==> config.mk <==
export PLATFORM = sky130hd
export DESIGN_NAME = talker_level_dominance_tracker_top
export DESIGN_NICKNAME = d
export VERILOG_FILES = /design/src/hdl/tldt_pkg.sv /design/src/hdl/talker_level_dominance_tracker_top.sv /design/src/hdl/tldt_ram.sv /design/src/hdl/tldt_dp.sv /design/src/hdl/tldt_ctrl.sv
export SDC_FILE = /design/constraint.sdc
export NUM_CORES = 2
export LEC_CHECK = 0
export ABC_CLOCK_PERIOD_IN_PS = 4390
export BUFFER_PORTS_ARGS = -buffer_cell sky130_fd_sc_hd__buf_2
export CORE_MARGIN = 2
export CORE_UTILIZATION = 40
export DETAILED_ROUTE_END_ITERATION = 16
export GPL_TIMING_DRIVEN = 0
export HOLD_SLACK_MARGIN = 0.02
export PLACE_DENSITY_LB_ADDON = 0.3
export SETUP_SLACK_MARGIN = 0.4
export SLEW_MARGIN = 20
export SYNTH_ARGS = -nofsm -noshare
export SYNTH_HDL_FRONTEND = slang
export SYNTH_SLANG_ARGS = --single-unit
==> constraint.sdc <==
create_clock -name aclk -period 4.39 [get_ports aclk]
set_input_delay 0.439 -clock aclk [delete_from_list [all_inputs] [get_ports aclk]]
set_output_delay 0.439 -clock aclk [all_outputs]
set_load 0.01 [all_outputs]
==> src/hdl/tldt_pkg.sv <==
// Package for the talker level dominance tracker.
// Holds field widths, stream layout, action codes and the controller/datapath
// command and status structs. No dependencies.
`default_nettype none

package tldt_pkg;

    localparam int TALKER_W   = 6;
    localparam int SAMPLE_W   = 16;
    localparam int LEVEL_W    = 17;
    localparam int OUT_W      = 16;
    localparam int FRAC_W     = 15;
    localparam int DVD_W      = 32;
    localparam int DVS_W      = 16;
    localparam int DIV_STEPS  = 32;
    localparam int DIV_CNT_W  = 5;
    localparam int QLOW_W     = 18;
    localparam int S_TDATA_W  = 24;
    localparam int M_TDATA_W  = 24;

    localparam logic ACT_SAMPLE = 1'b0;
    localparam logic ACT_QUERY  = 1'b1;

    typedef struct packed {
        logic accept;
        logic mean_load;
        logic q_load;
        logic div_step;
        logic frame_finish;
        logic idx_clear;
        logic mine_load;
        logic scan_issue;
        logic clear_write;
        logic query_finish;
        logic rd_scan;
    } cmd_t;

    typedef struct packed {
        logic in_query;
        logic in_last;
        logic div_last;
        logic idx_last;
        logic out_free;
    } sts_t;

endpackage

`default_nettype wire

==> src/hdl/talker_level_dominance_tracker_top.sv <==
// Top level of the talker level dominance tracker.
// Joins the controller and the datapath. Depends on tldt_pkg, tldt_ctrl, tldt_dp.
//
//   channel  dir  tdata (lsb up)                      tuser       tlast
//   s_       in   talker[5:0], sample[21:6], pad      action      frame_end
//   m_       out  level[15:0], is_loudest[16], pad    from_query  -
//
// A sample that does not close a frame leaves s_tready high for the next sample.
// A frame end runs two 32-step passes of the shared divider.
// A query walks the level table through its one read port.
// After reset a clearing pass writes every table entry, with s_tready low.
// A result waits in the output register; sample transfers continue behind it.
`default_nettype none

module talker_level_dominance_tracker_top #(
    parameter int TALKERS   = 64,
    parameter int MAX_FRAME = 1024
) (
    input  wire logic                           aclk,
    input  wire logic                           aresetn,
    input  wire logic                           s_tvalid,
    output logic                                s_tready,
    input  wire logic [tldt_pkg::S_TDATA_W-1:0] s_tdata,  // talker, sample, zero pad
    input  wire logic                           s_tuser,  // action
    input  wire logic                           s_tlast,
    output logic                                m_tvalid,
    input  wire logic                           m_tready,
    output logic      [tldt_pkg::M_TDATA_W-1:0] m_tdata,  // level, is_loudest, zero pad
    output logic                                m_tuser   // from_query
);

    tldt_pkg::cmd_t cmd;
    tldt_pkg::sts_t sts;

    tldt_ctrl u_ctrl (
        .aclk     (aclk),
        .aresetn  (aresetn),
        .s_tvalid (s_tvalid),
        .s_tready (s_tready),
        .sts      (sts),
        .cmd      (cmd)
    );

    tldt_dp #(
        .TALKERS   (TALKERS),
        .MAX_FRAME (MAX_FRAME)
    ) u_dp (
        .aclk     (aclk),
        .aresetn  (aresetn),
        .cmd      (cmd),
        .sts      (sts),
        .s_tdata  (s_tdata),
        .s_tuser  (s_tuser),
        .s_tlast  (s_tlast),
        .m_tvalid (m_tvalid),
        .m_tready (m_tready),
        .m_tdata  (m_tdata),
        .m_tuser  (m_tuser)
    );

endmodule

`default_nettype wire

==> src/hdl/tldt_ram.sv <==
// Generic simple dual-port RAM: one write port, one registered read port.
// No dependencies.
`default_nettype none

module tldt_ram #(
    parameter int WIDTH = 17,
    parameter int DEPTH = 64
) (
    input  wire logic                     aclk,
    input  wire logic                     we,
    input  wire logic [$clog2(DEPTH)-1:0] waddr,
    input  wire logic [WIDTH-1:0]         wdata,
    input  wire logic [$clog2(DEPTH)-1:0] raddr,
    output logic      [WIDTH-1:0]         rdata
);

    logic [WIDTH-1:0] mem [DEPTH];

    always_ff @(posedge aclk) begin
        if (we) begin
            mem[waddr] <= wdata;
        end
    end

    always_ff @(posedge aclk) begin
        rdata <= mem[raddr];
    end

endmodule

`default_nettype wire

==> src/hdl/tldt_dp.sv <==
// Datapath of the talker level dominance tracker: frame accumulators, top level,
// shared restoring divider, level table RAM, scan compare and output register.
// Depends on tldt_pkg and tldt_ram.
`default_nettype none

module tldt_dp #(
    parameter int TALKERS   = 64,
    parameter int MAX_FRAME = 1024
) (
    input  wire logic                              aclk,
    input  wire logic                              aresetn,
    input  wire tldt_pkg::cmd_t                    cmd,
    output tldt_pkg::sts_t                         sts,
    input  wire logic [tldt_pkg::S_TDATA_W-1:0]    s_tdata,
    input  wire logic                              s_tuser,
    input  wire logic                              s_tlast,
    output logic                                   m_tvalid,
    input  wire logic                              m_tready,
    output logic      [tldt_pkg::M_TDATA_W-1:0]    m_tdata,
    output logic                                   m_tuser
);

    localparam int ADDR_W = $clog2(TALKERS);
    localparam int CNT_W  = $clog2(MAX_FRAME + 1);
    localparam int SUM_W  = tldt_pkg::SAMPLE_W + $clog2(MAX_FRAME);
    localparam logic [31:0] TALKERS_U = 32'(TALKERS);
    localparam int PAD_W  = tldt_pkg::M_TDATA_W - tldt_pkg::OUT_W - 1;

    logic [tldt_pkg::TALKER_W-1:0]  in_talker;
    logic signed [tldt_pkg::SAMPLE_W-1:0] in_sample;
    logic [tldt_pkg::SAMPLE_W-1:0]  in_mag;

    logic [tldt_pkg::SAMPLE_W-1:0]  peak_reg;
    logic signed [SUM_W-1:0]        sum_reg;
    logic [CNT_W-1:0]               cnt_reg;
    logic [tldt_pkg::DVS_W-1:0]     top_reg;
    logic [tldt_pkg::TALKER_W-1:0]  who_reg;
    logic                           in_table_reg;
    logic [ADDR_W-1:0]              who_addr;

    logic [tldt_pkg::DVS_W-1:0]     rem_reg;
    logic [tldt_pkg::DVD_W-1:0]     quo_reg;
    logic [tldt_pkg::DVS_W-1:0]     dvs_reg;
    logic [tldt_pkg::DIV_CNT_W-1:0] div_cnt_reg;
    logic [tldt_pkg::DVS_W:0]       div_shift;
    logic [tldt_pkg::DVS_W+1:0]     div_trial;

    logic [SUM_W-1:0]               sum_mag;
    logic [tldt_pkg::LEVEL_W:0]     diff_wide;
    logic [tldt_pkg::LEVEL_W-1:0]   mean_mag;
    logic [tldt_pkg::LEVEL_W-1:0]   old_reg;
    logic [tldt_pkg::QLOW_W:0]      fresh_sum;
    logic [tldt_pkg::LEVEL_W-1:0]   fresh;

    logic [ADDR_W-1:0]              idx_reg;
    logic                           cmp_valid_reg;
    logic [ADDR_W-1:0]              cmp_idx_reg;
    logic [tldt_pkg::LEVEL_W-1:0]   mine_reg;
    logic                           loud_reg;

    logic                           ram_we;
    logic [ADDR_W-1:0]              ram_waddr;
    logic [tldt_pkg::LEVEL_W-1:0]   ram_wdata;
    logic [ADDR_W-1:0]              ram_raddr;
    logic [tldt_pkg::LEVEL_W-1:0]   ram_rdata;

    logic                           m_valid_reg;
    logic [tldt_pkg::OUT_W-1:0]     m_level_reg;
    logic                           m_loud_reg;
    logic                           m_query_reg;

    assign in_talker = s_tdata[tldt_pkg::TALKER_W-1:0];
    assign in_sample = $signed(s_tdata[tldt_pkg::TALKER_W +: tldt_pkg::SAMPLE_W]);
    assign in_mag    = in_sample[tldt_pkg::SAMPLE_W-1]
                       ? (~in_sample + tldt_pkg::SAMPLE_W'(1)) : in_sample;
    assign who_addr  = ADDR_W'(who_reg);

    assign sum_mag   = sum_reg[SUM_W-1] ? SUM_W'(-sum_reg) : SUM_W'(sum_reg);
    assign mean_mag  = quo_reg[tldt_pkg::LEVEL_W-1:0];
    assign diff_wide = sum_reg[SUM_W-1]
                       ? ({2'b00, peak_reg} + {1'b0, mean_mag})
                       : ({2'b00, peak_reg} - {1'b0, mean_mag});

    assign div_shift = {rem_reg, quo_reg[tldt_pkg::DVD_W-1]};
    assign div_trial = {1'b0, div_shift} - {2'b00, dvs_reg};

    assign fresh_sum = {2'b00, old_reg} + {1'b0, quo_reg[tldt_pkg::QLOW_W-1:0]};
    assign fresh     = fresh_sum[tldt_pkg::LEVEL_W:1];

    assign sts.in_query = (s_tuser == tldt_pkg::ACT_QUERY);
    assign sts.in_last  = s_tlast || (cnt_reg == CNT_W'(MAX_FRAME - 1));
    assign sts.div_last = (div_cnt_reg == tldt_pkg::DIV_CNT_W'(tldt_pkg::DIV_STEPS - 1));
    assign sts.idx_last = (idx_reg == ADDR_W'(TALKERS - 1));
    assign sts.out_free = !m_valid_reg || m_tready;

    assign ram_we    = cmd.clear_write || (cmd.frame_finish && in_table_reg);
    assign ram_waddr = cmd.clear_write ? idx_reg : who_addr;
    assign ram_wdata = cmd.clear_write ? '0 : fresh;
    assign ram_raddr = cmd.rd_scan ? idx_reg : who_addr;

    tldt_ram #(
        .WIDTH (tldt_pkg::LEVEL_W),
        .DEPTH (TALKERS)
    ) u_table (
        .aclk  (aclk),
        .we    (ram_we),
        .waddr (ram_waddr),
        .wdata (ram_wdata),
        .raddr (ram_raddr),
        .rdata (ram_rdata)
    );

    // frame accumulators and top level
    always_ff @(posedge aclk) begin
        if (!aresetn) begin
            peak_reg <= '0;
            sum_reg  <= '0;
            cnt_reg  <= '0;
            top_reg  <= tldt_pkg::DVS_W'(1);
        end else if (cmd.frame_finish) begin
            peak_reg <= '0;
            sum_reg  <= '0;
            cnt_reg  <= '0;
        end else if (cmd.accept && !sts.in_query) begin
            sum_reg <= sum_reg + SUM_W'(in_sample);
            cnt_reg <= cnt_reg + CNT_W'(1);
            if (in_mag > peak_reg) begin
                peak_reg <= in_mag;
            end
        end else if (cmd.mean_load && (peak_reg > top_reg)) begin
            top_reg <= peak_reg;
        end
    end

    always_ff @(posedge aclk) begin
        if (cmd.accept) begin
            who_reg      <= in_talker;
            in_table_reg <= (32'(in_talker) < TALKERS_U);
        end
    end

    // shared restoring divider, one quotient bit per cycle
    always_ff @(posedge aclk) begin
        if (cmd.mean_load) begin
            rem_reg     <= '0;
            quo_reg     <= tldt_pkg::DVD_W'(sum_mag);
            dvs_reg     <= tldt_pkg::DVS_W'(cnt_reg);
            div_cnt_reg <= '0;
        end else if (cmd.q_load) begin
            rem_reg     <= '0;
            quo_reg     <= {diff_wide[tldt_pkg::LEVEL_W-1:0], tldt_pkg::FRAC_W'(0)};
            dvs_reg     <= (peak_reg > top_reg) ? peak_reg : top_reg;
            div_cnt_reg <= '0;
        end else if (cmd.div_step) begin
            div_cnt_reg <= div_cnt_reg + tldt_pkg::DIV_CNT_W'(1);
            if (!div_trial[tldt_pkg::DVS_W+1]) begin
                rem_reg <= div_trial[tldt_pkg::DVS_W-1:0];
                quo_reg <= {quo_reg[tldt_pkg::DVD_W-2:0], 1'b1};
            end else begin
                rem_reg <= div_shift[tldt_pkg::DVS_W-1:0];
                quo_reg <= {quo_reg[tldt_pkg::DVD_W-2:0], 1'b0};
            end
        end
    end

    always_ff @(posedge aclk) begin
        if (cmd.q_load) begin
            old_reg <= in_table_reg ? ram_rdata : '0;
        end
    end

    // table walk index, shared by the clearing pass and the query scan
    always_ff @(posedge aclk) begin
        if (!aresetn) begin
            idx_reg       <= '0;
            cmp_valid_reg <= 1'b0;
        end else begin
            cmp_valid_reg <= cmd.scan_issue;
            if (cmd.idx_clear) begin
                idx_reg <= '0;
            end else if (cmd.scan_issue || cmd.clear_write) begin
                idx_reg <= idx_reg + ADDR_W'(1);
            end
        end
    end

    always_ff @(posedge aclk) begin
        cmp_idx_reg <= idx_reg;
        if (cmd.mine_load) begin
            mine_reg <= in_table_reg ? ram_rdata : '0;
            loud_reg <= in_table_reg && (ram_rdata != '0);
        end else if (cmp_valid_reg && (cmp_idx_reg != who_addr)
                     && (ram_rdata > mine_reg)) begin
            loud_reg <= 1'b0;
        end
    end

    // output register
    always_ff @(posedge aclk) begin
        if (!aresetn) begin
            m_valid_reg <= 1'b0;
        end else if (cmd.frame_finish || cmd.query_finish) begin
            m_valid_reg <= 1'b1;
        end else if (m_tready) begin
            m_valid_reg <= 1'b0;
        end
    end

    always_ff @(posedge aclk) begin
        if (cmd.frame_finish) begin
            m_level_reg <= fresh[tldt_pkg::OUT_W] ? '1 : fresh[tldt_pkg::OUT_W-1:0];
            m_loud_reg  <= 1'b0;
            m_query_reg <= 1'b0;
        end else if (cmd.query_finish) begin
            m_level_reg <= mine_reg[tldt_pkg::OUT_W] ? '1 : mine_reg[tldt_pkg::OUT_W-1:0];
            m_loud_reg  <= loud_reg;
            m_query_reg <= 1'b1;
        end
    end

    assign m_tvalid = m_valid_reg;
    assign m_tdata  = {PAD_W'(0), m_loud_reg, m_level_reg};
    assign m_tuser  = m_query_reg;

`ifndef SYNTHESIS
    a_top_nonzero: assert property (@(posedge aclk) disable iff (!aresetn)
        top_reg != '0)
        else $error("top level reached zero");

    a_count_bound: assert property (@(posedge aclk) disable iff (!aresetn)
        cnt_reg <= CNT_W'(MAX_FRAME))
        else $error("frame count beyond frame limit");

    a_out_free: assert property (@(posedge aclk) disable iff (!aresetn)
        (cmd.frame_finish || cmd.query_finish) |-> (!m_valid_reg || m_tready))
        else $error("result loaded over a pending transfer");

    a_mean_range: assert property (@(posedge aclk) disable iff (!aresetn)
        cmd.q_load |-> (quo_reg[tldt_pkg::DVD_W-1:tldt_pkg::LEVEL_W] == '0))
        else $error("frame mean exceeds peak range");
`endif

endmodule

`default_nettype wire

==> src/hdl/tldt_ctrl.sv <==
// Controller of the talker level dominance tracker: sequences the clearing
// pass, frame-end divisions and query scan. Depends on tldt_pkg.
`default_nettype none

module tldt_ctrl (
    input  wire logic           aclk,
    input  wire logic           aresetn,
    input  wire logic           s_tvalid,
    output logic                s_tready,
    input  wire tldt_pkg::sts_t sts,
    output tldt_pkg::cmd_t      cmd
);

    typedef enum logic [3:0] {
        ST_CLEAR,
        ST_IDLE,
        ST_MEAN_LOAD,
        ST_MEAN_DIV,
        ST_Q_LOAD,
        ST_Q_DIV,
        ST_FRAME_OUT,
        ST_QRY_READ,
        ST_QRY_MINE,
        ST_QRY_SCAN,
        ST_QRY_TAIL,
        ST_QRY_OUT
    } state_t;

    state_t state_reg;
    state_t state_next;
    logic   ready_reg;

    always_comb begin
        cmd        = '0;
        state_next = state_reg;
        case (state_reg)
            ST_CLEAR: begin
                cmd.clear_write = 1'b1;
                if (sts.idx_last) begin
                    state_next = ST_IDLE;
                end
            end
            ST_IDLE: begin
                if (s_tvalid && ready_reg) begin
                    cmd.accept = 1'b1;
                    if (sts.in_query) begin
                        state_next = ST_QRY_READ;
                    end else if (sts.in_last) begin
                        state_next = ST_MEAN_LOAD;
                    end
                end
            end
            ST_MEAN_LOAD: begin
                cmd.mean_load = 1'b1;
                state_next    = ST_MEAN_DIV;
            end
            ST_MEAN_DIV: begin
                cmd.div_step = 1'b1;
                if (sts.div_last) begin
                    state_next = ST_Q_LOAD;
                end
            end
            ST_Q_LOAD: begin
                cmd.q_load = 1'b1;
                state_next = ST_Q_DIV;
            end
            ST_Q_DIV: begin
                cmd.div_step = 1'b1;
                if (sts.div_last) begin
                    state_next = ST_FRAME_OUT;
                end
            end
            ST_FRAME_OUT: begin
                if (sts.out_free) begin
                    cmd.frame_finish = 1'b1;
                    state_next       = ST_IDLE;
                end
            end
            ST_QRY_READ: begin
                cmd.idx_clear = 1'b1;
                state_next    = ST_QRY_MINE;
            end
            ST_QRY_MINE: begin
                cmd.mine_load = 1'b1;
                state_next    = ST_QRY_SCAN;
            end
            ST_QRY_SCAN: begin
                cmd.rd_scan    = 1'b1;
                cmd.scan_issue = 1'b1;
                if (sts.idx_last) begin
                    state_next = ST_QRY_TAIL;
                end
            end
            ST_QRY_TAIL: begin
                state_next = ST_QRY_OUT;
            end
            ST_QRY_OUT: begin
                if (sts.out_free) begin
                    cmd.query_finish = 1'b1;
                    state_next       = ST_IDLE;
                end
            end
            default: begin
                state_next = ST_IDLE;
            end
        endcase
    end

    always_ff @(posedge aclk) begin
        if (!aresetn) begin
            state_reg <= ST_CLEAR;
            ready_reg <= 1'b0;
        end else begin
            state_reg <= state_next;
            ready_reg <= (state_next == ST_IDLE);
        end
    end

    assign s_tready = ready_reg;

endmodule

`default_nettype wire
==> flow_metrics.tcl <==
set metrics [dict create \
    status "completed" \
    largest_reg_flops 1088 \
    stdcell_count 5817 \
    netlist.area_leader.share_pct 62.64 \
    cts_buffer_depth 3 \
    fin_skew_ns 0.04218 \
    switching_power_mw 5.186 \
    p_comb_share_pct 1.5 \
    hp-class "in -> reg" \
    cts_root_buffer "clkbuf_16" \
    worst_hold_slack_ns 0.09022 \
    ios 57 \
    start_kind "flop" \
    setup_viol 0 \
    syn_inst 3521 \
    drt_iter0_drc 3307 \
    place_hpwl_um 105100 \
    slew_viol_final 0 \
    die_h_um 380.4 \
    power.density_mw_per_mm2 384.7 \
    clkTransAtPathRegs_ns 0.06 \
    wire_per_inst_um 25.47 \
    seq_power_share_pct 53.4 \
    syn2layout_area_growth_pct 16.79 \
    yosys_warnings 0 \
    reg2reg_from "u_ctrl.state_reg[1]" \
    hold_violations 0 \
    postRouteAntennaNets 0 \
    crit_end "u_dp.u_table.rdata[12]" \
    grt_pass1_wl_um 217200 \
    grt_max_degree 41 \
    antenna_found_initial 4 \
    rr_worst_depth 11 \
    criticalPathCategory "reg -> reg" \
    end_kind "flop" \
    final_cell_mix "edfxtp_1 (1182), mux4_2 (272), nand2_1 (199), a21oi_1 (163), clkbuf_16 (141)" \
    yosysSeqAreaShare_pct 67.55 \
    r2r_setup_slack_ns 0.31 \
    coreArea_mm2 0.1411 \
    via_per_inst 5.591 \
    drv_cap 0 \
    final_core_util_pct 46.91 \
    cp.arrival_ns 4.70 \
    internal_power_mw 20.27 \
    yosysTopAreaCell "edfxtp_1" \
    worstPathRequired_ns 5.02 \
    yosysUniqueCellTypes 77 \
    wl_um 148100 \
    syn_area_mm2 0.05667 \
    die_area_mm2 0.1447 \
    total_power_mw 25.46 \
    cts_sinks 1321 \
    first_pass_iters 5 \
    irDropWorstVdd_uv 353.6 \
    tritoncts "yes" \
    htree_levels 4 \
    async_flop_share_pct 0 \
    layout_min_cycle_time_ns 4.077 \
    slew_headroom_pct 25.44 \
    ys_seq_elements 1321 \
    r2r_end "u_dp.u_table.rdata[12]" \
    chipWidth_um 380.4 \
    rows 138 \
    num-nets-final 3988 \
    globalplace.congestion 0.9561 \
    portBuffers 47 \
    avgSynthCellArea_um2 16.09 \
    worstMarginPinSlew_ns 1.114 \
    clk-insertion-delay-late_ns 0.78 \
    first_global_vias 32420 \
    worstPathMaxFanout 10 \
    p_sw_share_pct 20.37 \
    drc_errors 0 \
    crit_start "u_ctrl.state_reg[1]" \
    clkPwrFrac_pct 45.1 \
    gr-usage-all-layers_pct 20.31 \
    drive_gt1_share_pct 21.86 \
    place_inst 5557 \
    start_util_pct 40.17 \
    fmax_mhz 245.3 \
    synth_flop_cell "edfxtp_1" \
    power.leakage_nw 22.50 \
    synthTopCellsByArea "edfxtp_1 (63%), mux4_2 (11%), dfxtp_1 (4.9%)" \
    cts_made_buffers 138 \
    grt_setup_unrepaired "yes" \
    synth_edf_count 1182 \
    worstHoldPathCells 2 \
    period_share_pct 92.86 \
    detailroute.via_count 32530 \
    mostFrequentLayoutCell "edfxtp_1" \
    overflow 0 \
]
==> timing repair <==
action	4_1_cts	5_1_grt
endpoints found under the setup margin	1255	1599
gates resized for setup	98	49
hold buffers	7	0
cloned	0	1
hold endpoints to repair	7	0
pin swaps	5	6
buffers inserted	4	5
==> stage by stage <==
stage / TNS, ns / setup WS [ns] / instance area, um2
2_1_floorplan: 0 / 0.4055 / 56700
3_3_place_gp: -1899.54 / -2.733 / 59300
3_5_place_dp: -87.00 / -0.6389 / 61110
4_1_cts: 0 / 0.04754 / 65940
5_1_grt: 0 / 0.1450 / 66180
6_report: 0 / 0.3134 / 66180
==> logic make-up (layout without fill, tap and decap cells) <==
family | after synthesis | after routing | synth area share (%)
buf+inv | 267 | 664 | 1.954
mux | 407 | 407 | 13.20
compound gates | 553 | 553 | 6.302
fa+ha+maj | 135 | 135 | 3.029
xor+xnor | 134 | 134 | 2.071
other cells | 1 | 9 | 0.006618
simple gates | 703 | 704 | 5.889
flops | 1321 | 1321 | 67.55
==> area by class of cell <==
class / instances / area [um2]
inverter: 97 / 364.1
timing repair buffer: 156 / 1899
buffer: 170 / 888.4
antenna: 2 / 5.005
sequential: 1321 / 38280
clock inverter: 60 / 691.9
multi-input combinational: 1940 / 17990
clock buffer: 181 / 3699
fill: 11960 / 74890
tap: 1890 / 2365
==> worst min path at each step <==
stage | to | start
finish | u_ctrl.state_reg[0] | aresetn
global route | u_ctrl.state_reg[2] | aresetn
CTS | u_ctrl.state_reg[2] | aresetn
detailed placement | u_dp.cmp_idx_reg[3] | u_dp.idx_reg[3]
global placement | u_dp.cmp_idx_reg[3] | u_dp.idx_reg[3]
floorplan | u_dp.cmp_idx_reg[2] | u_dp.idx_reg[2]
==> critical path, cell delays in order (launching register included) <==
cell	delay, ns
dfxtp_1	0.34
inv_1	0.17
nand2_1	0.20
nor2_8	0.28
mux2i_1	0.29
clkbuf_2	0.50
clkbuf_1	0.87
nor2b_1	0.15
a211oi_2	0.38
a21oi_1	0.12
a22oi_2	0.50
nand2_1	0.12
==> synthesized netlist by cell type, drive strengths merged, types with 7 or more instances <==
cell,count
xnor2,58
inv,97
xor2,76
o21a,22
and2,22
or2,8
o31ai,16
o21ai,100
o311ai,9
ha,130
nand3b,8
o22ai,14
nand2,199
dfxtp,139
nand4,17
buf,70
a21oi,163
a22oi,44
nor2,219
clkbuf,100
a21o,21
mux4,272
nand2b,21
nor4,13
mux2i,132
or3,7
a211oi,79
a31oi,24
nand3,42
and3,14
edfxtp,1182
nor3,29
nor2b,88
a21boi,8
==> power groups by stage <==
stage	sequential (mW)	combinational, mW	clock [mW]
after global routing	13.6	0.405	12.1
after CTS	13.6	0.364	11.7
after floorplan	13.9	0.217	0
after detailed placement	13.9	0.355	0
after global placement	13.9	0.329	0
final	13.6	0.373	11.5
==> metal layers <==
metal	vias to the layer above	track usage [%]	part of all wire (%)
met2	1211	31.41	46
li1	14430	-	-
met3	208	3.824	7.4
met4	0	8.370	3.7
met1	16670	28.28	43
met5	-	0	0
No activity file was read; power rests on OpenSTA's default activity.
